===== src/hw/rtl/sdsh_pkg.sv =====
// sdsh_pkg: types and constants for the sd card spi host sequencer
// no dependencies; used by sd_card_spi_host_sequencer

package sdsh_pkg;

   localparam int BLOCK_BYTES_DEF = 512;

   localparam int REQ_DATA_W = 56;
   localparam int RSP_DATA_W = 40;
   localparam int CSR_DATA_W = 17;

   // request kinds
   localparam logic [2:0] KIND_INIT  = 3'd0;
   localparam logic [2:0] KIND_READ  = 3'd1;
   localparam logic [2:0] KIND_WRITE = 3'd2;
   localparam logic [2:0] KIND_CARD  = 3'd3;
   localparam logic [2:0] KIND_WDATA = 3'd4;

   // config register indexes
   localparam logic [1:0] CSR_READY_WAIT = 2'd0;
   localparam logic [1:0] CSR_POLL       = 2'd1;
   localparam logic [1:0] CSR_TOKEN_WAIT = 2'd2;
   localparam logic [1:0] CSR_ACMD_RETRY = 2'd3;

   // chip select actions
   localparam logic [1:0] SEL_NONE    = 2'd0;
   localparam logic [1:0] SEL_ASSERT  = 2'd1;
   localparam logic [1:0] SEL_RELEASE = 2'd2;
   localparam logic [1:0] SEL_RESET   = 2'd3;

   // status codes
   localparam logic [3:0] ST_OK         = 4'd0;
   localparam logic [3:0] ST_UNKNOWN    = 4'd1;
   localparam logic [3:0] ST_TIMEOUT    = 4'd2;
   localparam logic [3:0] ST_BAD_CARD   = 4'd3;
   localparam logic [3:0] ST_ACMD       = 4'd4;
   localparam logic [3:0] ST_OCR        = 4'd5;
   localparam logic [3:0] ST_BLOCK      = 4'd6;
   localparam logic [3:0] ST_UNSUPP     = 4'd7;
   localparam logic [3:0] ST_WR_RESP    = 4'd8;
   localparam logic [3:0] ST_WR_STAT1   = 4'd9;
   localparam logic [3:0] ST_WR_STAT2   = 4'd10;
   localparam logic [3:0] ST_WR_TIMEOUT = 4'd11;

   // card commands
   localparam logic [5:0] CMD0  = 6'd0;
   localparam logic [5:0] CMD8  = 6'd8;
   localparam logic [5:0] CMD13 = 6'd13;
   localparam logic [5:0] CMD17 = 6'd17;
   localparam logic [5:0] CMD24 = 6'd24;
   localparam logic [5:0] CMD41 = 6'd41;
   localparam logic [5:0] CMD55 = 6'd55;
   localparam logic [5:0] CMD58 = 6'd58;

   localparam logic [7:0] CRC_CMD0  = 8'h95;
   localparam logic [7:0] CRC_CMD8  = 8'h87;
   localparam logic [7:0] CRC_OTHER = 8'hFF;
   localparam logic [31:0] ARG_CMD8 = 32'h0000_01AA;
   localparam logic [31:0] ARG_HCS  = 32'h4000_0000;
   localparam logic [7:0] IDLE_BYTE  = 8'hFF;
   localparam logic [7:0] DATA_TOKEN = 8'hFE;
   localparam logic [7:0] CHECK_BYTE = 8'hAA;
   localparam logic [7:0] CMD_START  = 8'h40;
   localparam logic [4:0] DRESP_OK   = 5'h05;

   typedef enum logic [1:0] {
      OP_NONE, OP_INIT, OP_READ, OP_WRITE
   } op_type;

   typedef enum logic [1:0] {
      CARD_UNKNOWN, CARD_SD1, CARD_SD2, CARD_SDHC
   } card_type;

   typedef enum logic [3:0] {
      PH_IDLE, PH_RDY, PH_CMDB, PH_POLL, PH_R7, PH_OCR, PH_TOKEN, PH_RDATA,
      PH_WTOK, PH_WNEED, PH_WDATA, PH_WCRC, PH_WBUSY, PH_STAT2
   } phase_type;

   typedef struct packed {
      logic [1:0] select_action;
      logic       send_valid;
      logic [7:0] send_byte;
      logic       want_write_byte;
      logic       read_valid;
      logic [7:0] read_byte;
      logic       read_last;
      logic       done_res;
      logic [3:0] status_code;
      logic [1:0] card_type;
      logic [7:0] card_error_byte;
   } rsp_type;

endpackage


===== src/hw/rtl/sd_card_spi_host_sequencer.sv =====
// sd_card_spi_host_sequencer: sd card spi-mode init, block read and block write sequencer
// depends on sdsh_pkg
// each transaction is handled in the cycle it is accepted and its 0 to 3 results are
// registered; while rsp_tready is high results leave one per cycle, the first in the
// cycle after acceptance, and transactions are taken one per cycle while each causes
// at most one result, else the next waits for the last. synchronous reset to idle, card unknown.

module sd_card_spi_host_sequencer #(
   parameter int BLOCK_BYTES = sdsh_pkg::BLOCK_BYTES_DEF
) (
   input  logic                            clock,
   input  logic                            reset,
   input  logic                            req_tvalid,
   output logic                            req_tready,
   // block_address, card_byte, write_byte, timeout_flag, zero pad
   input  logic [sdsh_pkg::REQ_DATA_W-1:0] req_tdata,
   // kind
   input  logic [2:0]                      req_tuser,
   output logic                            rsp_tvalid,
   input  logic                            rsp_tready,
   // select_action, send_valid, send_byte, want_write_byte, read_valid, read_byte,
   // done_res, status_code, card_type, card_error_byte, zero pad
   output logic [sdsh_pkg::RSP_DATA_W-1:0] rsp_tdata,
   output logic                            rsp_tlast,
   input  logic                            csr_write,
   input  logic [1:0]                      csr_index,
   input  logic [sdsh_pkg::CSR_DATA_W-1:0] csr_data
);

   localparam int BI_CW = $clog2(BLOCK_BYTES + 1);
   localparam int BI_W  = (BI_CW > 3) ? BI_CW : 3;
   localparam logic [BI_W-1:0] BLK_LAST = BI_W'(BLOCK_BYTES);

   logic [16:0] ready_lim_ff;
   logic [8:0]  poll_lim_ff;
   logic [15:0] token_lim_ff;
   logic [15:0] acmd_lim_ff;

   sdsh_pkg::phase_type phase_ff, phase_in;
   sdsh_pkg::op_type    pend_ff, pend_in;
   sdsh_pkg::card_type  ckind_ff, ckind_in;
   logic [16:0]     wc_ff, wc_in;
   logic [15:0]     rc_ff, rc_in;
   logic [BI_W-1:0] bi_ff, bi_in;
   logic [5:0]      cc_ff, cc_in;
   logic [31:0]     carg_ff, carg_in;
   logic [31:0]     tb_ff, tb_in;
   logic [3:0]      ls_ff, ls_in;
   logic [7:0]      lce_ff, lce_in;

   sdsh_pkg::rsp_type slot_ff [4];
   sdsh_pkg::rsp_type slot_in [4];
   logic [2:0] rem_ff, rem_in;
   logic [1:0] rd_ff, rd_in;
   logic [2:0] n_res;

   logic        accept;
   logic [2:0]  kind;
   logic [31:0] addr;
   logic [7:0]  cbyte;
   logic [7:0]  wbyte;
   logic        tflag;
   logic [16:0] ready_lim1;
   logic [8:0]  poll_lim1;
   logic [15:0] token_lim1;

   assign kind  = req_tuser;
   assign addr  = req_tdata[31:0];
   assign cbyte = req_tdata[39:32];
   assign wbyte = req_tdata[47:40];
   assign tflag = req_tdata[48];

   assign ready_lim1 = (ready_lim_ff == '0) ? 17'd1 : ready_lim_ff;
   assign poll_lim1  = (poll_lim_ff == '0) ? 9'd1 : poll_lim_ff;
   assign token_lim1 = (token_lim_ff == '0) ? 16'd1 : token_lim_ff;

   assign req_tready = (rem_ff == 3'd0) || ((rem_ff == 3'd1) && rsp_tready);
   assign accept     = req_tvalid && req_tready;

   function automatic sdsh_pkg::rsp_type mk(input logic [1:0] sel, input logic sv,
         input logic [7:0] sb, input logic want, input logic rv, input logic [7:0] rb,
         input logic rl, input logic dn, input logic [3:0] st, input logic [1:0] ck,
         input logic [7:0] ce);
      sdsh_pkg::rsp_type r;
      r.select_action   = sel;
      r.send_valid      = sv;
      r.send_byte       = sb;
      r.want_write_byte = want;
      r.read_valid      = rv;
      r.read_byte       = rb;
      r.read_last       = rl;
      r.done_res        = dn;
      r.status_code     = st;
      r.card_type       = ck;
      r.card_error_byte = ce;
      return r;
   endfunction

   always_comb begin
      logic        fin_en;
      logic [3:0]  fin_st;
      logic        ie_en;
      logic [3:0]  ie_st;
      logic        rwp_en;
      logic        sc_en;
      logic [5:0]  sc_code;
      logic [31:0] sc_arg;
      logic        resp_en;
      logic        xv;
      logic [7:0]  xb;

      phase_in = phase_ff;
      pend_in  = pend_ff;
      ckind_in = ckind_ff;
      wc_in    = wc_ff;
      rc_in    = rc_ff;
      bi_in    = bi_ff;
      cc_in    = cc_ff;
      carg_in  = carg_ff;
      tb_in    = tb_ff;
      ls_in    = ls_ff;
      lce_in   = lce_ff;
      for (int i = 0; i < 4; i++) begin
         slot_in[i] = slot_ff[i];
      end
      n_res   = 3'd0;
      fin_en  = 1'b0;
      fin_st  = sdsh_pkg::ST_OK;
      ie_en   = 1'b0;
      ie_st   = sdsh_pkg::ST_OK;
      rwp_en  = 1'b0;
      sc_en   = 1'b0;
      sc_code = sdsh_pkg::CMD0;
      sc_arg  = '0;
      resp_en = 1'b0;
      xv      = 1'b0;
      xb      = sdsh_pkg::IDLE_BYTE;

      if ((kind == sdsh_pkg::KIND_INIT || kind == sdsh_pkg::KIND_READ
            || kind == sdsh_pkg::KIND_WRITE) && phase_ff == sdsh_pkg::PH_IDLE) begin
         ls_in = sdsh_pkg::ST_OK;
         if (kind == sdsh_pkg::KIND_INIT) begin
            pend_in = sdsh_pkg::OP_INIT;
            rc_in = '0;
            slot_in[n_res[1:0]] = mk(sdsh_pkg::SEL_RESET, 1'b0, 8'd0, 1'b0, 1'b0, 8'd0,
               1'b0, 1'b0, ls_in, ckind_in, lce_in);
            n_res = n_res + 3'd1;
            sc_en = 1'b1; sc_code = sdsh_pkg::CMD0; sc_arg = '0;
         end else begin
            pend_in = (kind == sdsh_pkg::KIND_READ) ? sdsh_pkg::OP_READ : sdsh_pkg::OP_WRITE;
            tb_in = addr;
            if (kind == sdsh_pkg::KIND_WRITE) lce_in = '0;
            slot_in[n_res[1:0]] = mk(sdsh_pkg::SEL_RELEASE, 1'b0, 8'd0, 1'b0, 1'b0, 8'd0,
               1'b0, 1'b0, ls_in, ckind_in, lce_in);
            n_res = n_res + 3'd1;
            if (tflag) begin
               rc_in = '0;
               slot_in[n_res[1:0]] = mk(sdsh_pkg::SEL_RESET, 1'b0, 8'd0, 1'b0, 1'b0, 8'd0,
                  1'b0, 1'b0, ls_in, ckind_in, lce_in);
               n_res = n_res + 3'd1;
               sc_en = 1'b1; sc_code = sdsh_pkg::CMD0; sc_arg = '0;
            end else begin
               rwp_en = 1'b1;
            end
         end
      end else if (kind == sdsh_pkg::KIND_CARD && phase_ff != sdsh_pkg::PH_IDLE
            && phase_ff != sdsh_pkg::PH_WNEED) begin
         case (phase_ff)
            sdsh_pkg::PH_RDY: begin
               if (cbyte == sdsh_pkg::IDLE_BYTE) begin
                  phase_in = sdsh_pkg::PH_CMDB;
                  bi_in = '0;
                  xv = 1'b1; xb = sdsh_pkg::CMD_START | {2'b00, cc_ff};
               end else begin
                  wc_in = wc_ff + 17'd1;
                  if (wc_in >= ready_lim1) begin
                     if (cc_ff == sdsh_pkg::CMD0 || cc_ff == sdsh_pkg::CMD8
                           || cc_ff == sdsh_pkg::CMD55 || cc_ff == sdsh_pkg::CMD41
                           || cc_ff == sdsh_pkg::CMD58) begin
                        ie_en = 1'b1; ie_st = sdsh_pkg::ST_TIMEOUT;
                     end else begin
                        fin_en = 1'b1; fin_st = sdsh_pkg::ST_TIMEOUT;
                     end
                  end else begin
                     xv = 1'b1;
                  end
               end
            end
            sdsh_pkg::PH_CMDB: begin
               bi_in = bi_ff + 1'b1;
               xv = 1'b1;
               case (bi_in[2:0])
                  3'd1: xb = carg_ff[31:24];
                  3'd2: xb = carg_ff[23:16];
                  3'd3: xb = carg_ff[15:8];
                  3'd4: xb = carg_ff[7:0];
                  3'd5: xb = (cc_ff == sdsh_pkg::CMD0) ? sdsh_pkg::CRC_CMD0 :
                        ((cc_ff == sdsh_pkg::CMD8) ? sdsh_pkg::CRC_CMD8 : sdsh_pkg::CRC_OTHER);
                  default: begin
                     phase_in = sdsh_pkg::PH_POLL;
                     wc_in = '0;
                     xb = sdsh_pkg::IDLE_BYTE;
                  end
               endcase
            end
            sdsh_pkg::PH_POLL: begin
               wc_in = wc_ff + 17'd1;
               if (!cbyte[7] || wc_in >= {8'd0, poll_lim1}) resp_en = 1'b1;
               else xv = 1'b1;
            end
            sdsh_pkg::PH_R7: begin
               bi_in = bi_ff + 1'b1;
               if (bi_in < BI_W'(4)) xv = 1'b1;
               else if (cbyte != sdsh_pkg::CHECK_BYTE) begin
                  ie_en = 1'b1; ie_st = sdsh_pkg::ST_BAD_CARD;
               end else begin
                  ckind_in = sdsh_pkg::CARD_SD2;
                  sc_en = 1'b1; sc_code = sdsh_pkg::CMD55; sc_arg = '0;
               end
            end
            sdsh_pkg::PH_OCR: begin
               if (bi_ff == '0 && cbyte[7:6] == 2'b11) ckind_in = sdsh_pkg::CARD_SDHC;
               bi_in = bi_ff + 1'b1;
               if (bi_in < BI_W'(4)) xv = 1'b1;
               else begin
                  ie_en = 1'b1; ie_st = sdsh_pkg::ST_OK;
               end
            end
            sdsh_pkg::PH_TOKEN: begin
               if (cbyte == sdsh_pkg::IDLE_BYTE) begin
                  wc_in = wc_ff + 17'd1;
                  if (wc_in >= {1'b0, token_lim1}) begin
                     fin_en = 1'b1; fin_st = sdsh_pkg::ST_TIMEOUT;
                  end else xv = 1'b1;
               end else if (cbyte != sdsh_pkg::DATA_TOKEN) begin
                  fin_en = 1'b1; fin_st = sdsh_pkg::ST_BLOCK;
               end else begin
                  phase_in = sdsh_pkg::PH_RDATA;
                  bi_in = '0;
                  xv = 1'b1;
               end
            end
            sdsh_pkg::PH_RDATA: begin
               bi_in = bi_ff + 1'b1;
               if (bi_in >= BLK_LAST) begin
                  slot_in[n_res[1:0]] = mk(sdsh_pkg::SEL_NONE, 1'b0, 8'd0, 1'b0, 1'b1, cbyte,
                     1'b1, 1'b0, ls_in, ckind_in, lce_in);
                  n_res = n_res + 3'd1;
                  fin_en = 1'b1; fin_st = sdsh_pkg::ST_OK;
               end else begin
                  slot_in[n_res[1:0]] = mk(sdsh_pkg::SEL_NONE, 1'b0, 8'd0, 1'b0, 1'b1, cbyte,
                     1'b0, 1'b0, ls_in, ckind_in, lce_in);
                  n_res = n_res + 3'd1;
                  xv = 1'b1;
               end
            end
            sdsh_pkg::PH_WTOK: begin
               phase_in = sdsh_pkg::PH_WNEED;
               bi_in = '0;
               slot_in[n_res[1:0]] = mk(sdsh_pkg::SEL_NONE, 1'b0, 8'd0, 1'b1, 1'b0, 8'd0,
                  1'b0, 1'b0, ls_in, ckind_in, lce_in);
               n_res = n_res + 3'd1;
            end
            sdsh_pkg::PH_WDATA: begin
               bi_in = bi_ff + 1'b1;
               if (bi_in < BLK_LAST) begin
                  phase_in = sdsh_pkg::PH_WNEED;
                  slot_in[n_res[1:0]] = mk(sdsh_pkg::SEL_NONE, 1'b0, 8'd0, 1'b1, 1'b0, 8'd0,
                     1'b0, 1'b0, ls_in, ckind_in, lce_in);
                  n_res = n_res + 3'd1;
               end else begin
                  phase_in = sdsh_pkg::PH_WCRC;
                  bi_in = '0;
                  xv = 1'b1;
               end
            end
            sdsh_pkg::PH_WCRC: begin
               bi_in = bi_ff + 1'b1;
               if (bi_in < BI_W'(3)) xv = 1'b1;
               else if (cbyte[4:0] != sdsh_pkg::DRESP_OK) begin
                  fin_en = 1'b1; fin_st = sdsh_pkg::ST_WR_RESP;
               end else begin
                  phase_in = sdsh_pkg::PH_WBUSY;
                  wc_in = '0;
                  xv = 1'b1;
               end
            end
            sdsh_pkg::PH_WBUSY: begin
               if (cbyte == sdsh_pkg::IDLE_BYTE) begin
                  wc_in = wc_ff + 17'd1;
                  if (wc_in >= {1'b0, token_lim1}) begin
                     fin_en = 1'b1; fin_st = sdsh_pkg::ST_WR_TIMEOUT;
                  end else xv = 1'b1;
               end else begin
                  sc_en = 1'b1; sc_code = sdsh_pkg::CMD13; sc_arg = '0;
               end
            end
            sdsh_pkg::PH_STAT2: begin
               fin_en = 1'b1;
               if (cbyte != 8'd0) begin
                  lce_in = cbyte;
                  fin_st = sdsh_pkg::ST_WR_STAT2;
               end else fin_st = sdsh_pkg::ST_OK;
            end
            default: ;
         endcase
      end else if (kind == sdsh_pkg::KIND_WDATA && phase_ff == sdsh_pkg::PH_WNEED) begin
         phase_in = sdsh_pkg::PH_WDATA;
         xv = 1'b1; xb = wbyte;
      end

      // r1 response dispatch
      if (resp_en) begin
         case (cc_ff)
            sdsh_pkg::CMD0: begin
               if (cbyte != 8'd1) begin
                  ie_en = 1'b1; ie_st = sdsh_pkg::ST_UNKNOWN;
               end else begin
                  sc_en = 1'b1; sc_code = sdsh_pkg::CMD8; sc_arg = sdsh_pkg::ARG_CMD8;
               end
            end
            sdsh_pkg::CMD8: begin
               if (cbyte[2]) begin
                  ckind_in = sdsh_pkg::CARD_SD1;
                  sc_en = 1'b1; sc_code = sdsh_pkg::CMD55; sc_arg = '0;
               end else begin
                  phase_in = sdsh_pkg::PH_R7; bi_in = '0; xv = 1'b1;
               end
            end
            sdsh_pkg::CMD55: begin
               sc_en = 1'b1; sc_code = sdsh_pkg::CMD41;
               sc_arg = (ckind_in == sdsh_pkg::CARD_SD2) ? sdsh_pkg::ARG_HCS : '0;
            end
            sdsh_pkg::CMD41: begin
               if (cbyte == 8'd0) begin
                  if (ckind_in == sdsh_pkg::CARD_SD2) begin
                     sc_en = 1'b1; sc_code = sdsh_pkg::CMD58; sc_arg = '0;
                  end else begin
                     ie_en = 1'b1; ie_st = sdsh_pkg::ST_OK;
                  end
               end else if (rc_ff >= acmd_lim_ff) begin
                  ie_en = 1'b1; ie_st = sdsh_pkg::ST_ACMD;
               end else begin
                  rc_in = rc_ff + 16'd1;
                  sc_en = 1'b1; sc_code = sdsh_pkg::CMD55; sc_arg = '0;
               end
            end
            sdsh_pkg::CMD58: begin
               if (cbyte != 8'd0) begin
                  ie_en = 1'b1; ie_st = sdsh_pkg::ST_OCR;
               end else begin
                  phase_in = sdsh_pkg::PH_OCR; bi_in = '0; xv = 1'b1;
               end
            end
            sdsh_pkg::CMD17: begin
               if (cbyte != 8'd0) begin
                  fin_en = 1'b1; fin_st = sdsh_pkg::ST_BLOCK;
               end else begin
                  phase_in = sdsh_pkg::PH_TOKEN; wc_in = '0; xv = 1'b1;
               end
            end
            sdsh_pkg::CMD24: begin
               if (cbyte != 8'd0) begin
                  fin_en = 1'b1; fin_st = sdsh_pkg::ST_BLOCK;
               end else begin
                  phase_in = sdsh_pkg::PH_WTOK; xv = 1'b1; xb = sdsh_pkg::DATA_TOKEN;
               end
            end
            sdsh_pkg::CMD13: begin
               if (cbyte != 8'd0) begin
                  lce_in = cbyte;
                  fin_en = 1'b1; fin_st = sdsh_pkg::ST_WR_STAT1;
               end else begin
                  phase_in = sdsh_pkg::PH_STAT2; xv = 1'b1;
               end
            end
            default: begin
               fin_en = 1'b1; fin_st = sdsh_pkg::ST_UNKNOWN;
            end
         endcase
      end

      if (xv) begin
         slot_in[n_res[1:0]] = mk(sdsh_pkg::SEL_NONE, 1'b1, xb, 1'b0, 1'b0, 8'd0,
            1'b0, 1'b0, ls_in, ckind_in, lce_in);
         n_res = n_res + 3'd1;
      end

      // end of initialization
      if (ie_en) begin
         if (pend_ff == sdsh_pkg::OP_INIT) begin
            fin_en = 1'b1; fin_st = ie_st;
         end else begin
            ls_in = ie_st;
            slot_in[n_res[1:0]] = mk(sdsh_pkg::SEL_RELEASE, 1'b0, 8'd0, 1'b0, 1'b0, 8'd0,
               1'b0, 1'b0, ls_in, ckind_in, lce_in);
            n_res = n_res + 3'd1;
            rwp_en = 1'b1;
         end
      end

      // sdhc check before read or write
      if (rwp_en) begin
         if (ckind_in != sdsh_pkg::CARD_SDHC) begin
            fin_en = 1'b1; fin_st = sdsh_pkg::ST_UNSUPP;
         end else begin
            sc_en = 1'b1;
            sc_code = (pend_in == sdsh_pkg::OP_READ) ? sdsh_pkg::CMD17 : sdsh_pkg::CMD24;
            sc_arg = tb_in;
         end
      end

      if (fin_en) begin
         ls_in = fin_st;
         phase_in = sdsh_pkg::PH_IDLE;
         pend_in = sdsh_pkg::OP_NONE;
         slot_in[n_res[1:0]] = mk(sdsh_pkg::SEL_RELEASE, 1'b0, 8'd0, 1'b0, 1'b0, 8'd0,
            1'b0, 1'b1, ls_in, ckind_in, lce_in);
         n_res = n_res + 3'd1;
      end

      if (sc_en) begin
         cc_in = sc_code;
         carg_in = sc_arg;
         phase_in = sdsh_pkg::PH_RDY;
         wc_in = '0;
         slot_in[n_res[1:0]] = mk(sdsh_pkg::SEL_ASSERT, 1'b1, sdsh_pkg::IDLE_BYTE, 1'b0,
            1'b0, 8'd0, 1'b0, 1'b0, ls_in, ckind_in, lce_in);
         n_res = n_res + 3'd1;
      end
   end

   always_comb begin
      rem_in = rem_ff;
      rd_in  = rd_ff;
      if (accept) begin
         rem_in = n_res;
         rd_in  = '0;
      end else if (rsp_tvalid && rsp_tready) begin
         rem_in = rem_ff - 3'd1;
         rd_in  = rd_ff + 2'd1;
      end
   end

   always_ff @(posedge clock) begin
      if (reset) begin
         ready_lim_ff <= 17'd65536;
         poll_lim_ff  <= 9'd256;
         token_lim_ff <= 16'd8192;
         acmd_lim_ff  <= 16'd8192;
      end else if (csr_write) begin
         case (csr_index)
            sdsh_pkg::CSR_READY_WAIT: ready_lim_ff <= csr_data;
            sdsh_pkg::CSR_POLL:       poll_lim_ff  <= csr_data[8:0];
            sdsh_pkg::CSR_TOKEN_WAIT: token_lim_ff <= csr_data[15:0];
            sdsh_pkg::CSR_ACMD_RETRY: acmd_lim_ff  <= csr_data[15:0];
            default: ;
         endcase
      end
   end

   always_ff @(posedge clock) begin
      if (reset) begin
         phase_ff <= sdsh_pkg::PH_IDLE;
         pend_ff  <= sdsh_pkg::OP_NONE;
         ckind_ff <= sdsh_pkg::CARD_UNKNOWN;
         wc_ff    <= '0;
         rc_ff    <= '0;
         bi_ff    <= '0;
         cc_ff    <= '0;
         carg_ff  <= '0;
         tb_ff    <= '0;
         ls_ff    <= '0;
         lce_ff   <= '0;
         rem_ff   <= '0;
         rd_ff    <= '0;
      end else begin
         rem_ff <= rem_in;
         rd_ff  <= rd_in;
         if (accept) begin
            phase_ff <= phase_in;
            pend_ff  <= pend_in;
            ckind_ff <= ckind_in;
            wc_ff    <= wc_in;
            rc_ff    <= rc_in;
            bi_ff    <= bi_in;
            cc_ff    <= cc_in;
            carg_ff  <= carg_in;
            tb_ff    <= tb_in;
            ls_ff    <= ls_in;
            lce_ff   <= lce_in;
         end
      end
   end

   always_ff @(posedge clock) begin
      if (accept) begin
         for (int i = 0; i < 4; i++) begin
            slot_ff[i] <= slot_in[i];
         end
      end
   end

   sdsh_pkg::rsp_type cur;
   assign cur        = slot_ff[rd_ff];
   assign rsp_tvalid = (rem_ff != 3'd0);
   assign rsp_tlast  = cur.read_last;
   assign rsp_tdata  = {4'd0, cur.card_error_byte, cur.card_type, cur.status_code,
      cur.done_res, cur.read_byte, cur.read_valid, cur.want_write_byte, cur.send_byte,
      cur.send_valid, cur.select_action};

endmodule


===== config.mk =====
export PLATFORM = sky130hd
export DESIGN_NAME = sd_card_spi_host_sequencer
export DESIGN_NICKNAME = d
export VERILOG_FILES = /design/src/hw/rtl/sdsh_pkg.sv /design/src/hw/rtl/sd_card_spi_host_sequencer.sv
export SDC_FILE = /design/constraint.sdc
export NUM_CORES = 1
export LEC_CHECK = 0
export BUFFER_PORTS_ARGS = -buffer_cell sky130_fd_sc_hd__clkbuf_2
export CORE_ASPECT_RATIO = 1.2
export CORE_UTILIZATION = 55
export DETAILED_ROUTE_END_ITERATION = 8
export PLACE_DENSITY = 0.77
export SYNTH_ARGS = -nofsm -noshare
export SYNTH_HDL_FRONTEND = slang
export SYNTH_SLANG_ARGS = --single-unit
export TNS_END_PERCENT = 20

===== constraint.sdc =====
create_clock -name clock -period 6.1 [get_ports clock]
set_input_delay 0.61 -clock clock [delete_from_list [all_inputs] [get_ports clock]]
set_output_delay 0.61 -clock clock [all_outputs]
set_load 0.02 [all_outputs]

---- Word-level counts from Yosys, hierarchy flattened ----
Memories as Yosys holds them, arrays and structs flattened. A register that Yosys moved wholly into a read port is not among the register bits.
Cells that the tools add are included.
word-level totals
  bits in registers ....................... 196
  bits in writable memories ............... 148
  output and inout bits ................... 43
  word-level logic and storage cells ...... 417
  memories ................................ 1
memory list
  memory   words  bits a word  rd ports  clocked after memory_dff  wr ports  RTL line                          RTL
  slot_ff  4      37           5         1                         4         sd_card_spi_host_sequencer.sv:51  sdsh_pkg::rsp_type slot_ff [4];
cells by class
  $add $sub $neg .......................... 9
  $lt $le $gt $ge ......................... 16
  equal/unequal tests ..................... 44
  mux-type cells .......................... 276
  bitwise operators ....................... 4
  reductions and logical operators ........ 50
operator list
  operator                              count
  two-way mux 148 bit                   5
  bitwise mux 148 bit                   4
  two-way mux 37 bit                    10
  demux 37 bit (select 2 bit)           4
  two-way mux 17 bit                    12
  two-way mux 4 bit                     44
  two-way mux 16 bit                    9
  two-way mux 32 bit                    4
  two-way mux 8 bit                     16
  case mux 37 bit (3 select lines)      1
  two-way mux 10 bit                    9
  case mux 17 bit (5 select lines)      1
  two-way mux 1 bit                     79
  two-way mux 6 bit                     12
  two-way mux 31 bit                    2
  case mux 31 bit (2 select lines)      1
  two-way mux 2 bit                     27
  case mux 10 bit (5 select lines)      1
  case mux 4 bit (5 select lines)       2
  case mux 8 bit (5 select lines)       1
  two-way mux 36 bit                    1
  two-way mux 3 bit                     9
  == test 4 bit, second input constant  6
  case mux 4 bit (3 select lines)       2
  other kinds (68)                      137

---- Depth between registers and ports, before layout ----
Gate-level depths: netlist (run 1).
  depth in word-level cells ............... 26
  mapped depth ............................ 29

---- Worst setup path before layout (run 1) ----
Ideal clock, no wire load.
  path type ............................... input to register
  start ................................... input rsp_tready
  end ..................................... register rc_ff[1]
  arrival time ............................ 6.370 ns
  required time ........................... 6.016 ns
  setup slack ............................. -0.355 ns
  stages .................................. 8
  path buffers ............................ 2
  cells stage by stage .................... a21oi_1 nor2_1 nand2_1 inv_1 clkbuf_1 buf_1 a32oi_1 nor2_1
on the way
  cells in the longest elaborated chain, start to end .. 3
RTL lines
  item                    RTL line                           RTL
  start: declaration      sd_card_spi_host_sequencer.sv:20   input logic rsp_tready,
  logical AND 1 bit       sd_card_spi_host_sequencer.sv:77   assign req_tready = (rem_ff == 3'd0) || ((rem_ff == 3'd1) && rsp_tready);
  logical OR 1 bit        sd_card_spi_host_sequencer.sv:77
  named net req_tready    sd_card_spi_host_sequencer.sv:14   output logic req_tready,
  logical AND 1 bit       sd_card_spi_host_sequencer.sv:78   assign accept = req_tvalid && req_tready;
  named net accept        sd_card_spi_host_sequencer.sv:57   logic accept;
  end signal: assignment  sd_card_spi_host_sequencer.sv:485  rc_ff <= rc_in;
  end: declaration        sd_card_spi_host_sequencer.sv:43   logic [15:0] rc_ff, rc_in;
The timed path passes the listed nets, and every way through them passes these cells.
A chain may end at the register's enable or synchronous reset.

==> results.md, run 1 <==
* Yosys reg bits at 346
* Setup TNS at 0 ns
* First-pass GRT wire length at 100,000 um
* Crit path from: wc_ff[7]
* Internal Power at 5.40 mW
* Die Wd at 180 um
* Layout Nets at 2,576
* Critical path's top delay family: simple AND/OR/NAND/NOR gates
* Area grow syn2layout at 13.3%
* Min cycle time layout at 5.88 ns
* Initial Util at 56.3%
* Placed insts at 2,839
* DR vias at 18,800
* CTS tree: done
* Peak VDD IR at 0.000270 V
* H-tree levels at 2
* Grt total ovfl at 0
* Worst-path clk slew at 0.06 ns
* Overall Power at 8.10 mW
* Total track usage at 32.5%
* Total wire length at 64,000 um
* Worst skew pair latency at 0.55 ns
* Clock root buffer: clkbuf_16
* Fraction of registers with async set/reset at 0%
* Net Sw Power at 2.70 mW
* Die area at 0.0388 mm^2
* Combinational Power Share at 29.2%
* Die Ht at 216 um
* Clock sinks at 346
* Pre-CTS setup slack at -0.0252 ns
* Clock Power Share at 28.5%
* Buffers on Ports at 114
* Cell Count, Final, Fillers Out at 2,910
* ANT nets after route at 0
* Worst-margin pin slew at 1.37 ns
* Reg-to-reg startpoint: wc_ff[7]
* Rows at 77
* Iteration-0 DRC Markers at 1,540
* # setup viols final at 0
* Critical path's slowest cell: or4_1
* WS Path Type: flip-flop to flip-flop
* Final-report hold violation count at 0
* Sequential fraction of the synthesis area at 40.2%
* Routability cong. at 0.977
* Share of layout cells above drive strength 1 at 16.9%
* Worst Path Arrival at 6.16 ns
* DR vias/cell at 6.47
* Max-cap violations at 0
* Filler Cell Count at 3,122
* Critical path endpoint category: flip-flop
* Dpl hpwl at 46,600 um
* F_max at 170 MHz
* DRC at 0
* Max stage delay on crit path at 0.57 ns
* Initial DRT Pass Iterations at 7
* Number of global-route vias before repair at 18,300
* Clk buf depth at 3
* Drt wl/cell at 22.0 um
* Worst setup margin at 0.224 ns
* Worst Hold Launch: csr_data[16]
* Sw frac at 33.3%
* Pwr per Cell Area at 342 mW/mm^2
* Area of the mapped netlist at 0.0209 mm^2
* Design area at 0.0237 mm^2
* Slew margin rel. at 8.38%
* Worst Skew at 0.0219 ns
* Main flop type after synthesis: dfxtp_1
* Critical Path Source Type: flip-flop
* DP Area at 0.0223 mm^2
* Cells after Synth at 2,294
* Final period util at 96.3%
* Initial antenna violation count at 1
* I/O Pins at 126
* Avg Inst Size Synth at 9.12 um^2
* WP buf/inv at 4
* Core box area at 0.0372 mm^2
* Outcome: finished clean
* Hold Path Class: input port to flip-flop
* Library cells used by synthesis at 107
* CP dominant cell by count: ha_1
* CP required at 6.39 ns
* Number of flops mapped to enable cells by yosys at 148
* Num CTS Buffers at 37
* P_leak at 9.60 nW
* CP Max Fanout at 11
* Number of synthesis warnings at 0
* Fin. max-slew vios at 0
* Sequential Power Share at 42.3%
* Largest net degree at the start of global routing at 89
* Hold_buf cts at 0
cells by family (layout without fill, tap and decap cells):
kind of cell               after synthesis  in the layout  share of synthesized area (%)
DFF                                    346            346                           40.2
adders and majority gates               86             86                           5.14
other                                    1              7                         0.0179
muxes                                  137            137                           8.90
AOI/OAI and AO/OA                      647            647                           20.9
buffers and inverters                  246            382                           4.91
and+or+nand+nor                        808            808                           19.0
xor gates and xnor gates                23             23                          0.962
per-stage QoR:
| step | hold slack, ns | utilization, % |
|---|---|---|
| after floorplan | 0.426 | - |
| after global placement | 0.434 | 59.9 |
| after detailed placement | 0.439 | 59.9 |
| after CTS | 0.262 | 63.2 |
| after global routing | 0.288 | 63.8 |
| final | 0.276 | 63.8 |
layout by cell type (no fill, tap or decap), types with 10 or more instances in the layout:
cell type / count
a211oi_1: 19
a21o_1: 51
a21oi_1: 154
a22o_1: 50
a22oi_1: 27
a311oi_1: 12
a31oi_1: 38
and2_1: 52
and3_1: 38
buf_4: 96
clkbuf_16: 39
clkbuf_2: 113
dfxtp_1: 195
edfxtp_1: 148
ha_1: 84
inv_1: 101
mux2_2: 10
mux2i_1: 86
mux4_2: 37
nand2_1: 260
nand2b_1: 22
nand3_1: 67
nand4_1: 21
nor2_1: 182
nor2b_1: 24
nor3_1: 28
nor4_1: 17
o211ai_1: 18
o21ai_0: 133
o21ai_1: 11
o22ai_1: 16
or3_1: 16
xor2_1: 13
flip-flops by register name, indices dropped and copies added (netlist names), 6 cells and up, named ones only:
signal / cells
tb_ff: 32
cc_ff: 6
lce_ff: 8
poll_lim_ff: 9
bi_ff: 10
acmd_lim_ff: 16
wc_ff: 17
rc_ff: 16
carg_ff: 32
ready_lim_ff: 17
token_lim_ff: 16
slot_ff: 148
per-layer routing:
layer / vias to the layer above / share of wire, % / track usage, %
met2: 790 / 48 / 55.9
met5: - / 0 / 0
met4: 0 / 4.8 / 15.6
met1: 9127 / 40 / 39.9
li1: 8727 / - / -
met3: 172 / 6.9 / 5.30
worst paths after layout:
path	to	slack [ns]	depth (start not counted)
max reg2reg	slot_ff[0][19]	0.22	27
min	ready_lim_ff[16]	0.28	2
max	slot_ff[0][19]	0.22	27
min reg2reg	tb_ff[9]	0.45	1
power groups by stage:
stage	registers, mW	clock network, mW	logic [mW]
final	3.43	2.31	2.36
after detailed placement	3.46	0	2.31
after CTS	3.42	2.33	2.32
after global routing	3.48	2.42	2.54
after global placement	3.43	0	2.25
after floorplan	3.36	0	1.71
synth_stat cells, drive strengths merged, types with 6 or more instances:
cell,count,share of area (%)
and3,39,1.2
nand2b,24,0.72
and2,54,1.6
nand3b,7,0.31
a22o,50,2.1
o21ai,154,3.8
a21o,51,1.8
inv,102,1.8
or3,18,0.54
a21oi,155,3.7
xnor2,10,0.42
a211oi,21,0.81
or4,8,0.30
o211ai,19,0.71
o22ai,17,0.54
and4,6,0.25
nor4,22,0.79
a221oi,7,0.38
buf,48,1.4
nor2b,24,0.72
or2,13,0.40
a311oi,14,0.65
ha,86,5.1
mux2i,86,4.1
clkbuf,95,1.7
xor2,13,0.54
dfxtp,198,19
a22oi,27,0.97
edfxtp,148,21
nor2,188,3.4
nand2,263,4.7
a31oi,39,1.2
o2111ai,7,0.29
nand3,69,1.7
o221ai,6,0.25
mux2,14,0.81
nand4,25,0.87
a21boi,6,0.23
nor3,33,0.84
mux4,37,4.0
cell type report:
cell class	instances	area (um^2)	share of cell area, %
timing repair buffer	214	1370	5.77
clock buffer	46	1020	4.31
multi-input combinational	1705	11700	49.4
antenna	3	7.51	0.0317
sequential	346	8410	35.5
inverter	103	392	1.65
clock inverter	19	203	0.855
tap	474	593	2.50
what timing repair did:
action | 4_1_cts | 5_1_grt
buffers inserted | 0 | 3
resized for setup | 1 | 34
endpoints found under the setup margin | 32 | 148
pin swaps | 0 | 7
(Power assumes the default switching activity.)
==> run 2: changes to the inputs <==
- PLACE_DENSITY: 0.77 -> 0.78
==> run 2 against run 1 <==
- wire length grew 0.80%
- clock power hardly changed
- setup slack lost 0.065 ns
- critical endpoint is now slot_ff[3][0]
==> results.md, run 2 (synthesis gave the netlist of run 1 again) <==
* CTS tree: done
* Clk buf depth at 3
* Share of layout cells above drive strength 1 at 16.7%
* Hold Path Class: input port to flip-flop
* Initial Util at 56.3%
* Largest Register: slot_ff
* CP required at 6.36 ns
* H-tree levels at 2
* Clock sinks at 346
* Critical path endpoint category: flip-flop
* Max reg flops at 148
* P_leak at 9.56 nW
* Worst r2r path cells at 25
* Slew margin rel. at 21.4%
* Peak VDD IR at 0.000240 V
* Final core utilization at 63.6%
* Most frequent cells in the layout: nand2_1 (261), dfxtp_1 (194), nor2_1 (182)
* Routability cong. at 1.02
* CP Max Fanout at 9
* Worst Skew at 0.0181 ns
* Area grow syn2layout at 13.1%
* Min cycle time layout at 5.94 ns
* Largest net degree at the start of global routing at 90
* Die Ht at 216 um
* Top flop regs: slot_ff (148), carg_ff (32), tb_ff (32)
* Worst Path Arrival at 6.20 ns
* DR vias at 18,900
* Dpl hpwl at 46,400 um
* Fin. max-slew vios at 0
* Die area at 0.0388 mm^2
* Iteration-0 DRC Markers at 1,893
* I/O Pins at 126
* Drt wl/cell at 22.2 um
* Outcome: finished clean
* Worst-margin pin slew at 1.17 ns
* Initial DRT Pass Iterations at 6
* Hold_buf cts at 0
* Grt total ovfl at 0
* Layout Nets at 2,577
* Core box area at 0.0372 mm^2
* Overall Power at 8.12 mW
* Design area at 0.0237 mm^2
* Critical Path Source Type: flip-flop
* Final period util at 97.4%
* Worst hold margin at 0.264 ns
* Buffers on Ports at 114
* Clock root buffer: clkbuf_16
* Number of global-route vias before repair at 18,400
* DR vias/cell at 6.49
* Final-report hold violation count at 0
* Total wire length at 64,500 um
* Initial antenna violation count at 1
* Worst skew pair latency at 0.56 ns
* Hold path depth at 2
* # setup viols final at 0
* ANT nets after route at 0
* Commonest non-fill, non-tap cell in the layout: nand2_1
* DRC at 0
* Num CTS Buffers at 39
* DP Area at 0.0223 mm^2
* Placed insts at 2,839
* Pwr per Cell Area at 343 mW/mm^2
* WS Path Type: flip-flop to flip-flop
* Total track usage at 32.5%
* Rows at 77
* F_max at 168 MHz
* Max-cap violations at 0
* Die Wd at 180 um
* First-pass GRT wire length at 100,000 um
* Cell Count, Final, Fillers Out at 2,911
* Worst-path clk slew at 0.06 ns
==> run 2: changes by cell type in the layout (fill, tap and decap cells not counted), moves of 2 or more <==
cell | before | now
clkinv_1 | 5 | 10
clkinv_2 | 7 | 2
bufinv_16 | 4 | 2
clkbuf_1 | 5 | 7
clkbuf_8 | 2 | 4
diode_2 | 3 | 1
nand2b_1 | 22 | 24
nand2b_4 | 2 | 0
nand4_2 | 2 | 4
nand4_4 | 2 | 0
o21ai_1 | 11 | 9
==> run 2: layout make-up <==
| class | instances | area (um^2) |
|---|---|---|
| flip-flops and latches | 346 | 8410 |
| diodes | 1 | 2.50 |
| multi-input cells | 1705 | 11700 |
| well taps | 474 | 593 |
| inverters | 103 | 392 |
| clock buffers | 51 | 1080 |
| fillers | 3083 | 13500 |
| clock inverters | 18 | 151 |
| repair buffers | 213 | 1350 |
==> run 2: worst paths after layout <==
check	start	end	slack, ns
max	wc_ff[13]	slot_ff[3][0]	0.16
min	csr_data[16]	ready_lim_ff[16]	0.26
max reg2reg	wc_ff[13]	slot_ff[3][0]	0.16
min reg2reg	tb_ff[16]	tb_ff[16]	0.45
==> run 2: per-layer routing <==
| layer | routed length, um | up-vias | GRT usage [%] |
|---|---|---|---|
| met5 | 0 | - | 0 |
| met3 | 4840 | 200 | 4.66 |
| met2 | 31100 | 961 | 55.2 |
| met1 | 25500 | 9010 | 39.8 |
| met4 | 3110 | 0 | 18.0 |
| li1 | - | 8728 | - |
==> run 2: repair_timing <==
action,4_1_cts,5_1_grt
pin swaps,0,8
setup buffers,0,2
setup endpoints to repair,11,148
gates resized for setup,1,29
==> run 2: through the flow <==
step	TNS, ns	setup WS, ns
global route	-0.938	-0.0456
finish	0	0.159
CTS	0	0.00866
global placement	0	0.0346
detailed placement	-0.331	-0.0476
floorplan	0	0.0201
==> run 2: worst max-delay path: stages (launching register included) <==
cell and delay [ns]:
dfxtp_1 0.39, and4_1 0.27, nor4bb_1 0.45, xor2_1 0.25
ha_1 0.29, a21o_1 0.20, a2111oi_4 0.33, nand3_1 0.13
or3_4 0.38, o2111ai_4 0.24, o31a_1 0.23, nor2_2 0.09
xnor2_2 0.17, ha_1 0.27, and2_1 0.16, nor2_2 0.12
inv_1 0.07, ha_1 0.28, a21o_1 0.16, a21boi_2 0.16
buf_4 0.14, ha_1 0.20, nand2b_1 0.15, nand3_2 0.11
buf_4 0.22, mux2i_1 0.16
==> run 2: where the power goes <==
part,internal (mW),switching (mW),total (mW)
registers,3.12,0.309,3.43
logic,0.926,1.45,2.38
clock network,1.33,0.981,2.31
